[src/rtl/core/csb_pkg.sv]
// Shared constants and types for the clipped sub-rectangle blitter.
package csb_pkg;

    localparam int COLOR_W = 8;
    localparam int SIDE_W  = 13;
    localparam int COORD_W = 16;
    localparam int POS_W   = 12;
    localparam int ADDR_W  = 20;
    localparam int CFG_IDX_W  = 4;
    localparam int CFG_DATA_W = 16;
    localparam int QUEUE_DEPTH = 4;

    localparam logic [COLOR_W-1:0] ALPHA_MIN = 8'd16;

    localparam logic [CFG_IDX_W-1:0] REG_IMAGE_WIDTH   = 4'd0;
    localparam logic [CFG_IDX_W-1:0] REG_IMAGE_HEIGHT  = 4'd1;
    localparam logic [CFG_IDX_W-1:0] REG_SOURCE_LEFT   = 4'd2;
    localparam logic [CFG_IDX_W-1:0] REG_SOURCE_TOP    = 4'd3;
    localparam logic [CFG_IDX_W-1:0] REG_REGION_WIDTH  = 4'd4;
    localparam logic [CFG_IDX_W-1:0] REG_REGION_HEIGHT = 4'd5;
    localparam logic [CFG_IDX_W-1:0] REG_DEST_LEFT     = 4'd6;
    localparam logic [CFG_IDX_W-1:0] REG_DEST_TOP      = 4'd7;

    // One drawable pixel: framebuffer column and row plus its color.
    typedef struct packed {
        logic [POS_W-1:0]   dx;
        logic [POS_W-1:0]   dy;
        logic [COLOR_W-1:0] red;
        logic [COLOR_W-1:0] green;
        logic [COLOR_W-1:0] blue;
    } csb_item_t;

    // Queue status seen by the back end.
    typedef struct packed {
        logic      empty;
        csb_item_t head;
    } csb_queue_stat_t;

endpackage

[src/rtl/core/csb_ifs.sv]
// Channel interfaces: source pixels, framebuffer writes, register writes.
interface pixel_if;
    logic                          valid;
    logic                          ready;
    logic [csb_pkg::COLOR_W-1:0]   pixel_alpha;
    logic [csb_pkg::COLOR_W-1:0]   pixel_red;
    logic [csb_pkg::COLOR_W-1:0]   pixel_green;
    logic [csb_pkg::COLOR_W-1:0]   pixel_blue;

    modport source (output valid, pixel_alpha, pixel_red, pixel_green, pixel_blue,
                    input ready);
    modport sink (input valid, pixel_alpha, pixel_red, pixel_green, pixel_blue,
                  output ready);
endinterface

interface fb_if;
    logic                          valid;
    logic                          ready;
    logic [csb_pkg::ADDR_W-1:0]    fb_address;
    logic [csb_pkg::COLOR_W-1:0]   out_red;
    logic [csb_pkg::COLOR_W-1:0]   out_green;
    logic [csb_pkg::COLOR_W-1:0]   out_blue;

    modport source (output valid, fb_address, out_red, out_green, out_blue,
                    input ready);
    modport sink (input valid, fb_address, out_red, out_green, out_blue,
                  output ready);
endinterface

interface cfg_if;
    logic                            valid;
    logic                            ready;
    logic [csb_pkg::CFG_IDX_W-1:0]   index;
    logic [csb_pkg::CFG_DATA_W-1:0]  data;

    modport source (output valid, index, data, input ready);
    modport sink (input valid, index, data, output ready);
endinterface

[src/rtl/core/clipped_subrect_blitter.sv]
// Clipped sub-rectangle sprite blitter: top level joining front end, queue and back end.
// Source pixels stream in raster order on the pixel channel, one per clock at full
// rate while the queue is not full; register writes on the cfg channel are always
// accepted and take effect on the next pixel. Each pixel that lies in the source
// sub-rectangle clipped to the image, lands inside the framebuffer and has alpha of
// at least 16 produces one framebuffer write request; others only advance the raster
// counters. An accepted request is written into the four-entry queue, and the back end
// pops it into the output register, loading the address multiply. The front end
// keeps taking pixels while fb stalls until the queue and output register hold five
// pending requests.
module clipped_subrect_blitter #(
    parameter int FB_WIDTH       = 1024,
    parameter int FB_HEIGHT      = 768,
    parameter int IMAGE_MAX_SIDE = 4096
) (
    input  logic  clk,
    input  logic  rst_n,
    pixel_if.sink pixel,
    cfg_if.sink   cfg,
    fb_if.source  fb
);
    import csb_pkg::*;

    logic            push;
    logic            pop;
    logic            queue_full;
    csb_item_t       push_item;
    csb_queue_stat_t queue_stat;

    csb_front #(
        .FB_WIDTH       (FB_WIDTH),
        .FB_HEIGHT      (FB_HEIGHT),
        .IMAGE_MAX_SIDE (IMAGE_MAX_SIDE)
    ) u_front (
        .clk        (clk),
        .rst_n      (rst_n),
        .pixel      (pixel),
        .cfg        (cfg),
        .queue_full (queue_full),
        .push       (push),
        .push_item  (push_item)
    );

    csb_queue u_queue (
        .clk       (clk),
        .rst_n     (rst_n),
        .push      (push),
        .push_item (push_item),
        .full      (queue_full),
        .pop       (pop),
        .stat      (queue_stat)
    );

    csb_back #(
        .FB_WIDTH (FB_WIDTH)
    ) u_back (
        .clk   (clk),
        .rst_n (rst_n),
        .stat  (queue_stat),
        .pop   (pop),
        .fb    (fb)
    );

endmodule

[src/rtl/core/csb_front.sv]
// Front end: register file, raster counters and per-pixel clip and alpha test.
module csb_front #(
    parameter int FB_WIDTH       = 1024,
    parameter int FB_HEIGHT      = 768,
    parameter int IMAGE_MAX_SIDE = 4096
) (
    input  logic                clk,
    input  logic                rst_n,
    pixel_if.sink               pixel,
    cfg_if.sink                 cfg,
    input  logic                queue_full,
    output logic                push,
    output csb_pkg::csb_item_t  push_item
);
    import csb_pkg::*;

    typedef struct packed {
        logic             ok;
        logic [POS_W-1:0] pos;
    } axis_t;

    localparam logic [SIDE_W-1:0] MAX_SIDE = SIDE_W'(IMAGE_MAX_SIDE);
    localparam logic [SIDE_W-1:0] FB_W_LIM = SIDE_W'(FB_WIDTH);
    localparam logic [SIDE_W-1:0] FB_H_LIM = SIDE_W'(FB_HEIGHT);

    logic [SIDE_W-1:0]  image_width_reg;
    logic [SIDE_W-1:0]  image_height_reg;
    logic [COORD_W-1:0] source_left_reg;
    logic [COORD_W-1:0] source_top_reg;
    logic [SIDE_W-1:0]  region_width_reg;
    logic [SIDE_W-1:0]  region_height_reg;
    logic [COORD_W-1:0] dest_left_reg;
    logic [COORD_W-1:0] dest_top_reg;

    logic [POS_W-1:0] col_reg, col_next;
    logic [POS_W-1:0] row_reg, row_next;

    logic [SIDE_W-1:0] side_w;
    logic [SIDE_W-1:0] side_h;
    logic              accept;
    logic              col_wrap;
    logic              row_wrap;
    axis_t             x_axis;
    axis_t             y_axis;

    // Position p inside [origin, origin+len), inside the image side, and
    // landing inside [0, limit) on the framebuffer.
    function automatic axis_t axis_check(
        input logic [POS_W-1:0]   p,
        input logic [SIDE_W-1:0]  side,
        input logic [COORD_W-1:0] origin,
        input logic [SIDE_W-1:0]  len,
        input logic [COORD_W-1:0] dest,
        input logic [SIDE_W-1:0]  limit
    );
        logic signed [17:0] off;
        logic signed [17:0] dst;
        axis_t              res;
        off = $signed({6'b0, p}) - $signed({{2{origin[COORD_W-1]}}, origin});
        dst = $signed({{2{dest[COORD_W-1]}}, dest}) + off;
        res.ok = ({1'b0, p} < side) && (off >= 18'sd0)
                 && (off < $signed({5'b0, len}))
                 && (dst >= 18'sd0) && (dst < $signed({5'b0, limit}));
        res.pos = dst[POS_W-1:0];
        return res;
    endfunction

    assign side_w = (image_width_reg > MAX_SIDE) ? MAX_SIDE : image_width_reg;
    assign side_h = (image_height_reg > MAX_SIDE) ? MAX_SIDE : image_height_reg;

    assign x_axis = axis_check(col_reg, side_w, source_left_reg, region_width_reg,
                               dest_left_reg, FB_W_LIM);
    assign y_axis = axis_check(row_reg, side_h, source_top_reg, region_height_reg,
                               dest_top_reg, FB_H_LIM);

    assign pixel.ready = !queue_full;
    assign accept      = pixel.valid && pixel.ready;
    assign cfg.ready   = 1'b1;

    assign push = accept && x_axis.ok && y_axis.ok && (pixel.pixel_alpha >= ALPHA_MIN);
    assign push_item.dx    = x_axis.pos;
    assign push_item.dy    = y_axis.pos;
    assign push_item.red   = pixel.pixel_red;
    assign push_item.green = pixel.pixel_green;
    assign push_item.blue  = pixel.pixel_blue;

    assign col_wrap = ({1'b0, col_reg} + 13'd1) >= side_w;
    assign row_wrap = ({1'b0, row_reg} + 13'd1) >= side_h;

    always_comb
    begin
        col_next = col_reg;
        row_next = row_reg;
        if (accept)
        begin
            if (col_wrap)
            begin
                col_next = '0;
                row_next = row_wrap ? '0 : row_reg + 12'd1;
            end
            else
            begin
                col_next = col_reg + 12'd1;
            end
        end
    end

    always_ff @(posedge clk or negedge rst_n)
    begin
        if (!rst_n)
        begin
            col_reg <= '0;
            row_reg <= '0;
        end
        else
        begin
            col_reg <= col_next;
            row_reg <= row_next;
        end
    end

    always_ff @(posedge clk or negedge rst_n)
    begin
        if (!rst_n)
        begin
            image_width_reg   <= 13'd32;
            image_height_reg  <= 13'd32;
            source_left_reg   <= '0;
            source_top_reg    <= '0;
            region_width_reg  <= 13'd32;
            region_height_reg <= 13'd32;
            dest_left_reg     <= '0;
            dest_top_reg      <= '0;
        end
        else if (cfg.valid && cfg.ready)
        begin
            unique case (cfg.index)
                REG_IMAGE_WIDTH:   image_width_reg   <= cfg.data[SIDE_W-1:0];
                REG_IMAGE_HEIGHT:  image_height_reg  <= cfg.data[SIDE_W-1:0];
                REG_SOURCE_LEFT:   source_left_reg   <= cfg.data;
                REG_SOURCE_TOP:    source_top_reg    <= cfg.data;
                REG_REGION_WIDTH:  region_width_reg  <= cfg.data[SIDE_W-1:0];
                REG_REGION_HEIGHT: region_height_reg <= cfg.data[SIDE_W-1:0];
                REG_DEST_LEFT:     dest_left_reg     <= cfg.data;
                REG_DEST_TOP:      dest_top_reg      <= cfg.data;
                default:           ;
            endcase
        end
    end

`ifndef NO_ASSERTIONS
    a_col_wraps: assert property (@(posedge clk) disable iff (!rst_n)
        accept && col_wrap |=> col_reg == '0)
        else $error("column counter did not wrap at the image edge");
    a_no_push_when_full: assert property (@(posedge clk) disable iff (!rst_n)
        queue_full |-> !push)
        else $error("pixel request pushed into a full queue");
`endif

endmodule

[src/rtl/core/csb_queue.sv]
// Short queue between the classifying front end and the address back end.
module csb_queue (
    input  logic                     clk,
    input  logic                     rst_n,
    input  logic                     push,
    input  csb_pkg::csb_item_t       push_item,
    output logic                     full,
    input  logic                     pop,
    output csb_pkg::csb_queue_stat_t stat
);
    import csb_pkg::*;

    localparam int PTR_W = $clog2(QUEUE_DEPTH);

    csb_item_t         slots_reg [QUEUE_DEPTH];
    logic [PTR_W-1:0]  wr_ptr_reg, wr_ptr_next;
    logic [PTR_W-1:0]  rd_ptr_reg, rd_ptr_next;
    logic [PTR_W:0]    count_reg, count_next;

    assign full       = count_reg == (PTR_W+1)'(QUEUE_DEPTH);
    assign stat.empty = count_reg == '0;
    assign stat.head  = slots_reg[rd_ptr_reg];

    always_comb
    begin
        wr_ptr_next = push ? wr_ptr_reg + 1'b1 : wr_ptr_reg;
        rd_ptr_next = pop ? rd_ptr_reg + 1'b1 : rd_ptr_reg;
        count_next  = count_reg;
        if (push && !pop)
        begin
            count_next = count_reg + 1'b1;
        end
        else if (pop && !push)
        begin
            count_next = count_reg - 1'b1;
        end
    end

    always_ff @(posedge clk or negedge rst_n)
    begin
        if (!rst_n)
        begin
            wr_ptr_reg <= '0;
            rd_ptr_reg <= '0;
            count_reg  <= '0;
        end
        else
        begin
            wr_ptr_reg <= wr_ptr_next;
            rd_ptr_reg <= rd_ptr_next;
            count_reg  <= count_next;
        end
    end

    always_ff @(posedge clk)
    begin
        if (push)
        begin
            slots_reg[wr_ptr_reg] <= push_item;
        end
    end

`ifndef NO_ASSERTIONS
    a_no_underflow: assert property (@(posedge clk) disable iff (!rst_n)
        pop |-> !stat.empty)
        else $error("queue popped while empty");
    a_count_tracks_pointers: assert property (@(posedge clk) disable iff (!rst_n)
        !full |-> wr_ptr_reg == rd_ptr_reg + count_reg[PTR_W-1:0])
        else $error("queue count disagrees with pointers");
`endif

endmodule

[src/rtl/core/csb_back.sv]
// Back end: turn column and row into a framebuffer word address and hold the write.
module csb_back #(
    parameter int FB_WIDTH = 1024
) (
    input  logic                     clk,
    input  logic                     rst_n,
    input  csb_pkg::csb_queue_stat_t stat,
    output logic                     pop,
    fb_if.source                     fb
);
    import csb_pkg::*;

    localparam logic [SIDE_W-1:0] FB_W_MUL = SIDE_W'(FB_WIDTH);
    localparam int PROD_W = POS_W + SIDE_W;

    logic                 valid_reg;
    logic [ADDR_W-1:0]    addr_reg;
    logic [COLOR_W-1:0]   red_reg;
    logic [COLOR_W-1:0]   green_reg;
    logic [COLOR_W-1:0]   blue_reg;
    logic [PROD_W-1:0]    addr_full;
    logic                 can_load;

    assign can_load  = !valid_reg || fb.ready;
    assign pop       = !stat.empty && can_load;
    assign addr_full = stat.head.dy * FB_W_MUL + {{SIDE_W{1'b0}}, stat.head.dx};

    always_ff @(posedge clk or negedge rst_n)
    begin
        if (!rst_n)
        begin
            valid_reg <= 1'b0;
        end
        else if (can_load)
        begin
            valid_reg <= !stat.empty;
        end
    end

    // Payload loads on every pop and holds while the write request stalls.
    always_ff @(posedge clk)
    begin
        if (pop)
        begin
            addr_reg  <= addr_full[ADDR_W-1:0];
            red_reg   <= stat.head.red;
            green_reg <= stat.head.green;
            blue_reg  <= stat.head.blue;
        end
    end

    assign fb.valid      = valid_reg;
    assign fb.fb_address = addr_reg;
    assign fb.out_red    = red_reg;
    assign fb.out_green  = green_reg;
    assign fb.out_blue   = blue_reg;

`ifndef NO_ASSERTIONS
    a_pop_shows_result: assert property (@(posedge clk) disable iff (!rst_n)
        pop |=> fb.valid)
        else $error("popped pixel did not reach the output register");
`endif

endmodule
[src/flat_wrapper.sv]
// flat-port wrapper written by rule: the top's interface ports become plain ports
module clipped_subrect_blitter_flat import csb_pkg::*;
#(
    parameter int FB_WIDTH       = 1024,
    parameter int FB_HEIGHT      = 768,
    parameter int IMAGE_MAX_SIDE = 4096
)
  (clk, rst_n, pixel_valid, pixel_pixel_alpha, pixel_pixel_red, pixel_pixel_green, pixel_pixel_blue, pixel_ready, cfg_valid, cfg_index, cfg_data, cfg_ready, fb_valid, fb_fb_address, fb_out_red, fb_out_green, fb_out_blue, fb_ready);
  pixel_if pixel_i ();
  cfg_if cfg_i ();
  fb_if fb_i ();
  input  logic clk;
  input  logic rst_n;
  input wire logic [$bits(pixel_i.valid)-1:0] pixel_valid;
  input wire logic [$bits(pixel_i.pixel_alpha)-1:0] pixel_pixel_alpha;
  input wire logic [$bits(pixel_i.pixel_red)-1:0] pixel_pixel_red;
  input wire logic [$bits(pixel_i.pixel_green)-1:0] pixel_pixel_green;
  input wire logic [$bits(pixel_i.pixel_blue)-1:0] pixel_pixel_blue;
  output wire logic [$bits(pixel_i.ready)-1:0] pixel_ready;
  input wire logic [$bits(cfg_i.valid)-1:0] cfg_valid;
  input wire logic [$bits(cfg_i.index)-1:0] cfg_index;
  input wire logic [$bits(cfg_i.data)-1:0] cfg_data;
  output wire logic [$bits(cfg_i.ready)-1:0] cfg_ready;
  output wire logic [$bits(fb_i.valid)-1:0] fb_valid;
  output wire logic [$bits(fb_i.fb_address)-1:0] fb_fb_address;
  output wire logic [$bits(fb_i.out_red)-1:0] fb_out_red;
  output wire logic [$bits(fb_i.out_green)-1:0] fb_out_green;
  output wire logic [$bits(fb_i.out_blue)-1:0] fb_out_blue;
  input wire logic [$bits(fb_i.ready)-1:0] fb_ready;
  assign pixel_i.valid = pixel_valid;
  assign pixel_i.pixel_alpha = pixel_pixel_alpha;
  assign pixel_i.pixel_red = pixel_pixel_red;
  assign pixel_i.pixel_green = pixel_pixel_green;
  assign pixel_i.pixel_blue = pixel_pixel_blue;
  assign pixel_ready = pixel_i.ready;
  assign cfg_i.valid = cfg_valid;
  assign cfg_i.index = cfg_index;
  assign cfg_i.data = cfg_data;
  assign cfg_ready = cfg_i.ready;
  assign fb_valid = fb_i.valid;
  assign fb_fb_address = fb_i.fb_address;
  assign fb_out_red = fb_i.out_red;
  assign fb_out_green = fb_i.out_green;
  assign fb_out_blue = fb_i.out_blue;
  assign fb_i.ready = fb_ready;
  clipped_subrect_blitter #(.FB_WIDTH(FB_WIDTH), .FB_HEIGHT(FB_HEIGHT), .IMAGE_MAX_SIDE(IMAGE_MAX_SIDE)) u_core (.clk(clk), .rst_n(rst_n), .pixel(pixel_i), .cfg(cfg_i), .fb(fb_i));
endmodule
[config.mk]
export PLATFORM = sky130hd
export DESIGN_NAME = clipped_subrect_blitter_flat
export DESIGN_NICKNAME = d
export VERILOG_FILES = /design/src/rtl/core/csb_pkg.sv /design/src/rtl/core/csb_ifs.sv /design/src/rtl/core/clipped_subrect_blitter.sv /design/src/rtl/core/csb_front.sv /design/src/rtl/core/csb_queue.sv /design/src/rtl/core/csb_back.sv /design/src/flat_wrapper.sv
export SDC_FILE = /design/constraint.sdc
export NUM_CORES = 1
export LEC_CHECK = 0
export BUFFER_PORTS_ARGS = -buffer_cell sky130_fd_sc_hd__buf_2
export CAP_MARGIN = 10
export CORE_AREA = 8 8 238 354
export DETAILED_ROUTE_END_ITERATION = 10
export DIE_AREA = 0 0 246 362
export PLACE_DENSITY = 0.51
export SYNTH_ARGS = -nofsm -noshare
export SYNTH_HDL_FRONTEND = slang
export SYNTH_SLANG_ARGS = --single-unit
[constraint.sdc]
create_clock -name clk -period 17.4 [get_ports clk]
set_clock_uncertainty 0.1 [all_clocks]
set_input_delay 4.35 -clock clk [delete_from_list [all_inputs] [get_ports clk]]
set_output_delay 4.35 -clock clk [all_outputs]
set_load 0.02 [all_outputs]
==> impl_metrics.py, run 1 <==
metrics = {
    "final_layout": {
        "nFillCells": 8008,
        "final_cells": 2710,
        "area_delta_synth_final_pct": 15.3,
        "drive_gt1_share_pct": 20.5,
        "final_cell_area_mm2": 0.0225,
        "finish.utilization_pct": 28.4,
        "nNetsFinal": 1850,
        "largest_register_ffs": 184,
    },
    "yosys": {
        "syn_avg_cell_area_um2": 12.7,
        "synth_cells": 1534,
        "synth_fp_nets": 1739,
        "synth_async_sr_flop_share_pct": 39.4,
        "syn-cell-area_mm2": 0.0195,
        "yosys_warnings": 0,
        "synth_seq_area_share_pct": 54.1,
        "synth_ff_type": "edfxtp_1",
        "synth-edff-count": 228,
        "synth-seq-cells": 376,
        "synthDistinctLibCells": 83,
    },
    "routing": {
        "wl_um": 47500,
        "wl_per_cell_um": 17.5,
        "antenna_left": 0,
        "via_per_inst": 4.56,
        "firstDrtPassIters": 4,
        "drcViolationCount": 0,
        "vias": 12400,
        "drt-initial-drc-count": 505,
    },
    "setup_path": {
        "timing.critical_path.fanout_max": 16,
        "critPathKind": "input port to register",
        "critPathLaunchType": "input port",
        "arrival_ps": 7560,
        "endpoint_kind": "register",
        "required_ps": 17780,
    },
    "worst_hold_path": {
        "worstHoldPathType": "register to register",
    },
    "clocking": {
        "h-tree-depth": 2,
        "cts_sinks": 376,
        "cts_tree": "built",
        "clk_pin_slew_worst_paths_ps": 70,
        "cts_resized": 0,
        "clk_latency_ps": 550,
        "cts-root-buf": "clkbuf_16",
        "cts_made_buffers": 38,
        "hold_buffers": 0,
        "cts_setup_buffers": 0,
        "clockBufferDepth": 3,
    },
    "global_routing": {
        "grt_max_degree": 60,
        "grtUsageTotal_pct": 10.5,
        "grt_first_pass_wirelength_um": 73600,
        "grt_overflow": 0,
        "grt_pass1_vias": 13100,
        "antenna_found_initial": 8,
    },
    "place": {
        "dp.cells": 2637,
        "port_buffers": 98,
        "routabilityCongestion": 0.835,
        "hpwl_um": 34600,
        "place_area_mm2": 0.0213,
    },
    "floorplanning": {
        "die_y_um": 362,
        "ios": 104,
        "coreArea_mm2": 0.0793,
        "start_util_pct": 24.6,
        "fp-row-count": 127,
        "floorplan.die_area_mm2": 0.0891,
        "die_w_um": 246,
    },
    "power": {
        "power.total_w": 0.00351,
        "ir_drop_uv": 60.9,
        "pwr_density_cell_mw_per_mm2": 156,
        "p_leak_nw": 8.85,
    },
    "timing": {
        "timing.fmax_ghz": 0.139,
        "rsz0062_at_grt": "no",
        "drv_slew": 0,
        "hold_violations": 0,
        "setup_viol": 0,
        "worst_pin_slew_ps": 917,
        "finalCritPeriodShare_pct": 41.3,
        "slew_headroom_pct": 38.9,
        "fin_crit_ps": 7190,
        "final.setup.tns_ps": 0,
    },
    "status": {
        "outcome": "complete, no violations",
    },
    "run": {
        "maxCapViolCount": 0,
    },
}
## logic make-up after synthesis
logic type	Yosys count	synth area share, %
compound gates	279	9.42
other cells	1	0.0192
mux	140	10.7
fa+ha+maj	148	9.72
xor+xnor	75	3.36
buf+inv	136	2.68
flops	376	54.1
simple gates	379	10.0
## placed cells by master (no fill, tap or decap), types with 24 or more instances in the layout
cell,instances
nor2_1,60
mux2_2,91
buf_2,97
nand2b_1,28
dfrtp_1,142
ha_1,142
xor2_1,28
a21o_1,24
o21ai_0,84
clkbuf_16,38
mux4_2,46
inv_1,92
a21oi_1,58
nand2_1,119
edfxtp_1,228
nand3_1,38
xnor2_1,47
## critical path: stages
cell      delay [ps]
buf_2            170
nand2_1           70
buf_4            200
nor4b_1          320
o221ai_1         170
nor4_1           360
nand4b_1         170
nor4_2           270
nand4b_2         250
nor2_1           190
ha_1             190
inv_1             60
fa_1             370
xor2_1           170
nor2_1           110
xor2_1           160
## synth_stat cells (all sizes together), types with 4 or more instances
| cell type | instances | share of area (%) |
|---|---|---|
| edfxtp | 228 | 35 |
| dfrtp | 144 | 18 |
| ha | 142 | 9.1 |
| nand2 | 120 | 2.3 |
| inv | 92 | 1.8 |
| mux2 | 92 | 5.3 |
| o21ai | 89 | 2.3 |
| nor2 | 60 | 1.2 |
| a21oi | 59 | 1.5 |
| xnor2 | 47 | 2.1 |
| mux4 | 46 | 5.3 |
| nand3 | 38 | 0.97 |
| nand2b | 28 | 0.90 |
| xor2 | 28 | 1.3 |
| clkbuf | 27 | 0.52 |
| a21o | 24 | 0.92 |
| nor2b | 20 | 0.64 |
| buf | 17 | 0.39 |
| o21a | 17 | 0.65 |
| nand4 | 14 | 0.45 |
| nor3 | 14 | 0.36 |
| and3 | 12 | 0.38 |
| nor3b | 12 | 0.49 |
| a211oi | 10 | 0.38 |
| and2 | 9 | 0.29 |
| o2111ai | 8 | 0.36 |
| or2 | 8 | 0.26 |
| a2111oi | 7 | 0.42 |
| a31oi | 7 | 0.22 |
| and4 | 7 | 0.33 |
| nand3b | 7 | 0.27 |
| nor4 | 7 | 0.26 |
| o211ai | 7 | 0.27 |
| or3 | 7 | 0.22 |
| fa | 6 | 0.62 |
| nand4b | 6 | 0.30 |
| a31o | 5 | 0.22 |
| o31a | 5 | 0.22 |
| a21boi | 4 | 0.15 |
| dfstp | 4 | 0.54 |
| o21bai | 4 | 0.17 |
| o31ai | 4 | 0.15 |
| o41ai | 4 | 0.22 |
| or4 | 4 | 0.15 |
## per-layer routing
layer	wire length, um	track usage, %
met1	18700	11.2
met2	24300	19.4
met3	2050	1.97
met4	2370	5.33
met5	52	0
## report_power, final
part | internal [W] | leakage (nW) | switching, W
Clock | 0.000445 | 0.574 | 0.000344
Sequential | 0.00121 | 3.90 | 0.0000910
Combinational | 0.000581 | 4.37 | 0.000837
## path summary, 6_finish.rpt
kind                                                         startpoint                                            end  slack [ps]  depth (start not counted)
worst max-delay path                                        pixel_valid        u_core.u_queue.count_reg[2]$_DFFE_PN0P_       10210                         16
worst min-delay path            u_core.u_queue.count_reg[2]$_DFFE_PN0P_        u_core.u_queue.count_reg[2]$_DFFE_PN0P_         390                          1
worst max register to register    u_core.u_front.col_reg[0]$_DFFE_PN0P_        u_core.u_queue.count_reg[2]$_DFFE_PN0P_       10800                         27
worst min register to register  u_core.u_queue.count_reg[2]$_DFFE_PN0P_        u_core.u_queue.count_reg[2]$_DFFE_PN0P_         390                          1
max in group asynchronous                                         rst_n       u_core.u_queue.rd_ptr_reg[0]$_DFFE_PN0P_       12460                          2
min in group asynchronous                                         rst_n  u_core.u_front.image_width_reg[2]$_DFFE_PN0P_        3610                          1
## stage by stage
| step | setup WS, ps | hold slack, ps |
|---|---|---|
| finish | 10210 | 393 |
| global route | 9900 | 408 |
| CTS | 10220 | 396 |
| detailed placement | 9640 | 382 |
| global placement | 9590 | 377 |
| floorplan | 7390 | 357 |
## final cells by class
class,count,area [um2],area share (%)
flip-flops and latches,376,10600,46.9
multi-input cells,1022,8490,37.7
well taps,1032,1290,5.74
clock buffers,55,1060,4.73
repair buffers,115,624,2.77
inverters,92,345,1.53
clock inverters,15,130,0.578
diodes,3,7.51,0.0334
No activity file was read; power rests on OpenSTA's default activity.
==> run 2, diff against run 1 <==
ABC_AREA = 1   (was not set)
CORE_AREA = 8 8 242 361   (was 8 8 238 354)
DIE_AREA = 0 0 250 369   (was 0 0 246 362)
PLACE_DENSITY = 0.52   (was 0.51)
clock period = 6.1 ns   (was 17.4 ns; I/O delays follow)
==> run 2 against run 1 <==
Net effect: global-route usage increased by 0.32 points; first-iteration DRC count rose by 60%; total power increased to 3.8 times the previous value; wire length grew 7.4%; sequential power rose to 3.0 times the previous value; via count grew 23%; combinational power grew to 4.8 times the previous value; hold slack worse by 11 ps; clock power increased to 3.1 times the previous value; critical endpoint unchanged; largest cell class unchanged; highest routed layer is now met4.
==> impl_metrics.py, run 2 <==
metrics = {
    "status": {
        "outcome": "complete, no violations",
    },
    "yosys": {
        "syn_avg_cell_area_um2": 8.96,
        "synth_area_leaders": "edfxtp_1 (34%), dfrtp_1 (18%), nand2_1 (10%), ha_1 (8.7%), o21ai_0 (5.7%)",
        "synth.top_cell.area_share_pct": 33.7,
        "synth_seq_area_share_pct": 51.9,
        "synth-edff-count": 228,
        "synth_commonest_cells": "nand2_1 (556), inv_1 (289), o21ai_0 (230), edfxtp_1 (228), nor2_1 (205)",
        "synth_most_common_cell": "nand2_1",
        "syn-cell-area_mm2": 0.0203,
        "yosys.area.top_type": "edfxtp_1",
        "synth-seq-cells": 376,
        "synthDistinctLibCells": 44,
        "synth_fp_nets": 2474,
        "yosys_warnings": 0,
        "synth_async_sr_flop_share_pct": 39.4,
        "synth_ff_type": "edfxtp_1",
        "synth_cells": 2269,
    },
    "clocking": {
        "cts_sinks": 376,
        "cts_setup_buffers": 0,
        "cts_resized": 0,
        "clk_latency_ps": 550,
        "hold_buffers": 0,
        "h-tree-depth": 2,
        "cts_tree": "built",
        "cts-root-buf": "clkbuf_16",
        "cts_made_buffers": 43,
        "clockBufferDepth": 3,
        "clk_pin_slew_worst_paths_ps": 60,
    },
    "worst_hold_path": {
        "worstHoldPathType": "register to register",
        "min_from": "u_core.u_front.source_top_reg[3]$_DFFE_PN0P_",
        "whs_path_depth": 2,
        "hold_end": "u_core.u_front.source_top_reg[3]$_DFFE_PN0P_",
    },
    "setup_path": {
        "arrival_ps": 5550,
        "cp_slowest_stage_delay_ps": 410,
        "endpoint_kind": "register",
        "critPathLaunchType": "register",
        "r2r-end": "u_core.u_queue.count_reg[2]$_DFFE_PN0P_",
        "crit_family": "simple AND/OR/NAND/NOR gates",
        "cpMostUsedCell": "inv_1",
        "crit_start": "u_core.u_front.row_reg[0]$_DFFE_PN0P_",
        "path_buf_inv": 7,
        "timing.critical_path.fanout_max": 6,
        "regToRegSetupSlack_ps": 870,
        "slowest_stage": "fa_1",
        "required_ps": 6420,
        "reg2reg_depth": 30,
        "critPathKind": "register to register",
        "r2r-start": "u_core.u_front.row_reg[0]$_DFFE_PN0P_",
    },
    "timing": {
        "timing.fmax_ghz": 0.191,
        "worst_pin_slew_ps": 1070,
        "drv_slew": 0,
        "finalCritPeriodShare_pct": 85.7,
        "rsz0062_at_grt": "no",
        "fin_crit_ps": 5230,
        "slew_headroom_pct": 28.5,
        "setup_viol": 0,
        "final.setup.tns_ps": 0,
        "hold_violations": 0,
    },
    "global_routing": {
        "grt_first_pass_wirelength_um": 80400,
        "grt_max_degree": 78,
        "grtUsageTotal_pct": 10.8,
        "grt_overflow": 0,
        "antenna_found_initial": 2,
        "grt_pass1_vias": 14900,
    },
    "routing": {
        "drcViolationCount": 0,
        "wl_um": 51100,
        "drt-initial-drc-count": 810,
        "via_per_inst": 4.41,
        "vias": 15200,
        "wl_per_cell_um": 14.8,
        "antenna_left": 0,
        "firstDrtPassIters": 5,
    },
    "power": {
        "pwr_density_cell_mw_per_mm2": 562,
        "ir_drop_uv": 288,
        "p_leak_nw": 10.5,
    },
    "floorplanning": {
        "ios": 104,
        "die_y_um": 369,
        "die_w_um": 250,
        "start_util_pct": 24.8,
        "floorplan.die_area_mm2": 0.0923,
        "fp-row-count": 129,
        "coreArea_mm2": 0.0820,
    },
    "final_layout": {
        "seqCellArea_mm2": 0.0106,
        "drive_gt1_share_pct": 9.03,
        "area_delta_synth_final_pct": 15.4,
        "largest_register_ffs": 184,
        "final_common_cell": "nand2_1",
        "nNetsFinal": 2574,
        "multiInputGateArea_mm2": 0.00847,
        "final_cell_area_mm2": 0.0235,
        "mostFrequentLayoutCells": "nand2_1 (556), inv_1 (288), o21ai_0 (230)",
        "nFillCells": 8780,
    },
    "place": {
        "port_buffers": 98,
        "place_area_mm2": 0.0221,
        "hpwl_um": 36500,
        "routabilityCongestion": 0.818,
    },
    "run": {
        "maxCapViolCount": 0,
    },
}
[run 2: cell types whose count changed in the layout (fill, tap and decap cells not counted), sizes merged, moves of 24 or more]
cell    delta
a21o      -24
inv      +199
mux2      -92
mux4      -46
nand2    +444
nand2b    -28
nand3     +78
nor2     +150
o21ai    +142
o22ai     +39
xnor2     -31
[run 2: worst max-delay path by stage]
stage	to	slack (ps)	cells after the start
after floorplan	u_core.u_queue.slots_reg[0][0]$_DFFE_PP_	540	24
after CTS	u_core.u_queue.count_reg[2]$_DFFE_PN0P_	830	30
after detailed placement	u_core.u_queue.count_reg[2]$_DFFE_PN0P_	850	30
after global routing	u_core.u_queue.count_reg[2]$_DFFE_PN0P_	450	30
after global placement	u_core.u_queue.count_reg[2]$_DFFE_PN0P_	910	30
final	u_core.u_queue.count_reg[2]$_DFFE_PN0P_	870	30
[run 2: stage by stage]
step / setup slack [ps] / utilization (%) / power [W] / hold WS, ps / instances
2_1_floorplan: 541 / - / 0.00874 / 353 / 2269
3_3_place_gp: 913 / 26.9 / 0.0108 / 366 / 3372
3_5_place_dp: 849 / 26.9 / 0.0109 / 373 / 3372
4_1_cts: 832 / 28.6 / 0.0134 / 387 / 3450
5_1_grt: 451 / 28.6 / 0.0144 / 396 / 3451
6_report: 874 / 28.6 / 0.0132 / 382 / 3451
[run 2: per-layer routing]
metal  part of all wire (%)  up-vias  GRT usage [%]  wire length (um)
met4                    2.4        0           3.30              1210
met2                     49      242           19.4             25000
met5                      0        -              0                 0
met3                    3.8       73           1.78              1920
li1                       -     7764              -                 -
met1                     45     7129           13.2             22900
[run 2: logic make-up after synthesis]
kind of cell | Yosys count | share of synthesized area (%)
buf+inv | 353 | 6.61
other cells | 1 | 0.0185
flops | 376 | 51.9
xor+xnor | 64 | 2.76
fa+ha+maj | 148 | 9.33
compound gates | 379 | 10.1
simple gates | 948 | 19.2
[run 2: report_power, final]
part           leakage (nW)  internal (W)  switching (W)  total [W]
registers              3.98       0.00360       0.000270    0.00387
logic                  5.84       0.00217        0.00466    0.00683
clock network         0.675       0.00147        0.00101    0.00248
total                  10.5       0.00724        0.00594     0.0132
[run 2: worst min-delay path, stage by stage (launching register included)]
cell,delay [ps]
dfrtp_1,340
nand2_1,50
o21ai_0,60
[run 2: area by class of cell]
| type | instances | share of cell area [%] |
|---|---|---|
| sequential | 376 | 45.0 |
| multi-input combinational | 1540 | 36.1 |
| tap | 1048 | 5.59 |
| clock buffer | 67 | 5.40 |
| inverter | 297 | 4.75 |
| timing repair buffer | 111 | 2.69 |
| clock inverter | 11 | 0.432 |
| antenna | 1 | 0.0107 |
==> run 3, diff against run 2 <==
BUFFER_PORTS_ARGS = -buffer_cell sky130_fd_sc_hd__buf_4   (was -buffer_cell sky130_fd_sc_hd__buf_2)
==> run 3 against run 2 <==
Net effect: worst setup slack improved by 12 ps; utilization rose by 0.41 points; non-clock buffer count did not move; fmax rose by 0.24%; die area did not move.
==> impl_metrics.py, run 3 (synthesis gave the netlist of run 2 again) <==
metrics = {
    "setup_path": {
        "cp_slowest_stage_delay_ps": 400,
        "cpMostUsedCell": "nand2_1",
        "arrival_ps": 5550,
        "path_buf_inv": 6,
        "regToRegSetupSlack_ps": 890,
        "crit_start": "u_core.u_front.col_reg[0]$_DFFE_PN0P_",
        "critPathLaunchType": "register",
        "r2r-start": "u_core.u_front.col_reg[0]$_DFFE_PN0P_",
        "timing.critical_path.fanout_max": 6,
        "slowest_stage": "dfrtp_1",
        "crit_family": "adder cells",
        "endpoint_kind": "register",
        "required_ps": 6440,
        "critPathKind": "register to register",
    },
    "clocking": {
        "cts_resized": 0,
        "h-tree-depth": 2,
        "clk_latency_ps": 580,
        "cts_made_buffers": 44,
        "cts_tree": "built",
        "cts_sinks": 376,
        "cts-root-buf": "clkbuf_16",
        "clockBufferDepth": 3,
        "cts_setup_buffers": 0,
        "hold_buffers": 0,
        "clk_pin_slew_worst_paths_ps": 50,
    },
    "place": {
        "dp.cells": 3372,
        "place_ws_ps": 870,
        "routabilityCongestion": 0.810,
        "port_buffers": 98,
        "hpwl_um": 36900,
    },
    "worst_hold_path": {
        "min_from": "u_core.u_front.image_width_reg[12]$_DFFE_PN0P_",
        "worstHoldPathType": "register to register",
    },
    "power": {
        "p_sw_w": 0.00598,
        "p_leak_nw": 10.6,
        "power.total_w": 0.0134,
        "pwr_density_cell_mw_per_mm2": 565,
        "combPwrFrac_pct": 51.6,
        "ir_drop_uv": 288,
        "pwr-share-clk_pct": 19.7,
        "seqPwrFrac_pct": 28.7,
        "swShare_pct": 44.5,
        "intPower_w": 0.00746,
    },
    "final_layout": {
        "drive_gt1_share_pct": 9.06,
        "final_common_cell": "nand2_1",
        "area_delta_synth_final_pct": 17.0,
        "n_antenna_cell": 0,
        "mostFrequentLayoutCells": "nand2_1 (556), inv_1 (288), o21ai_0 (230)",
        "largest_register_ffs": 184,
        "final_cells": 3453,
        "nNetsFinal": 2575,
    },
    "floorplanning": {
        "start_util_pct": 24.8,
        "die_w_um": 250,
        "die_y_um": 369,
        "floorplan.die_area_mm2": 0.0923,
        "fp-row-count": 129,
        "ios": 104,
        "coreArea_mm2": 0.0820,
    },
    "timing": {
        "fin_crit_ps": 5210,
        "slew_headroom_pct": 29.4,
        "finalCritPeriodShare_pct": 85.5,
        "timing.fmax_ghz": 0.192,
        "worst_pin_slew_ps": 1060,
        "hold_violations": 0,
        "rsz0062_at_grt": "no",
        "setup_viol": 0,
        "drv_slew": 0,
        "final.setup.tns_ps": 0,
        "setup_slack_ps": 887,
    },
    "routing": {
        "firstDrtPassIters": 5,
        "wl_per_cell_um": 14.9,
        "wl_um": 51500,
        "drcViolationCount": 0,
        "antenna_left": 0,
        "drt-initial-drc-count": 937,
        "vias": 15200,
        "via_per_inst": 4.40,
    },
    "global_routing": {
        "grtUsageTotal_pct": 11.1,
        "antenna_found_initial": 0,
        "grt_pass1_vias": 15200,
        "grt_first_pass_wirelength_um": 82200,
        "grt_max_degree": 94,
        "grt_overflow": 0,
    },
    "run": {
        "maxCapViolCount": 0,
    },
    "status": {
        "outcome": "complete, no violations",
    },
}
==> run 3: changes by cell type in the layout (fill, tap and decap cells not counted), sizes merged <==
| cell | delta |
|---|---|
| bufinv | +3 |
| clkbuf | -7 |
| clkinv | +4 |
| clkinvlp | +1 |
| diode | -1 |
| inv | +2 |
==> run 3: final cells by class <==
cell class / instances / area, um2
inverter: 297 / 1110
timing repair buffer: 111 / 875
sequential: 376 / 10600
clock inverter: 21 / 229
multi-input combinational: 1540 / 8470
tap: 1048 / 1310
clock buffer: 60 / 1230
fill: 8764 / 58200
==> run 3: per-stage QoR <==
stage,util (%),hold WS (ps),instance area [um2]
after global routing,29.0,405,23800
after CTS,29.0,387,23800
after detailed placement,27.2,373,22300
final,29.0,381,23800
after floorplan,-,353,20300
after global placement,27.2,366,22300
==> run 3: worst paths after layout <==
kind	endpoint	cells after the start
worst min-delay path	u_core.u_front.image_width_reg[12]$_DFFE_PN0P_	2
worst max register to register	u_core.u_queue.count_reg[2]$_DFFE_PN0P_	30
worst min register to register	u_core.u_front.image_width_reg[12]$_DFFE_PN0P_	2
min in group asynchronous	u_core.u_front.image_width_reg[1]$_DFFE_PN0P_	1
max in group asynchronous	u_core.u_front.region_height_reg[5]$_DFFE_PN1P_	2
worst max-delay path	u_core.u_queue.count_reg[2]$_DFFE_PN0P_	30
==> run 3: worst reg2reg max path: cells and delay by family, from the launching register on <==
| kind | cells | cell delay [ps] |
|---|---|---|
| DFF | 1 | 400 |
| adders and majority gates | 5 | 1480 |
| AOI/OAI and AO/OA | 4 | 670 |
| buffers and inverters | 6 | 620 |
| xor gates and xnor gates | 2 | 440 |
| and+or+nand+nor | 13 | 1380 |
==> run 3: power groups by stage <==
stage,clock [W],sequential (W),combinational [W]
after floorplan,0,0.00403,0.00471
after global placement,0,0.00390,0.00697
after detailed placement,0,0.00390,0.00705
after CTS,0.00273,0.00386,0.00707
after global routing,0.00282,0.00390,0.00800
final,0.00265,0.00385,0.00694
==> run 3: per-layer routing <==
| layer | up-vias | share of wire [%] | track usage, % |
|---|---|---|---|
| met2 | 228 | 49 | 19.7 |
| met3 | 63 | 3.2 | 1.64 |
| li1 | 7771 | - | - |
| met5 | - | 0 | 0 |
| met1 | 7132 | 45 | 13.8 |
| met4 | 0 | 2.4 | 3.22 |
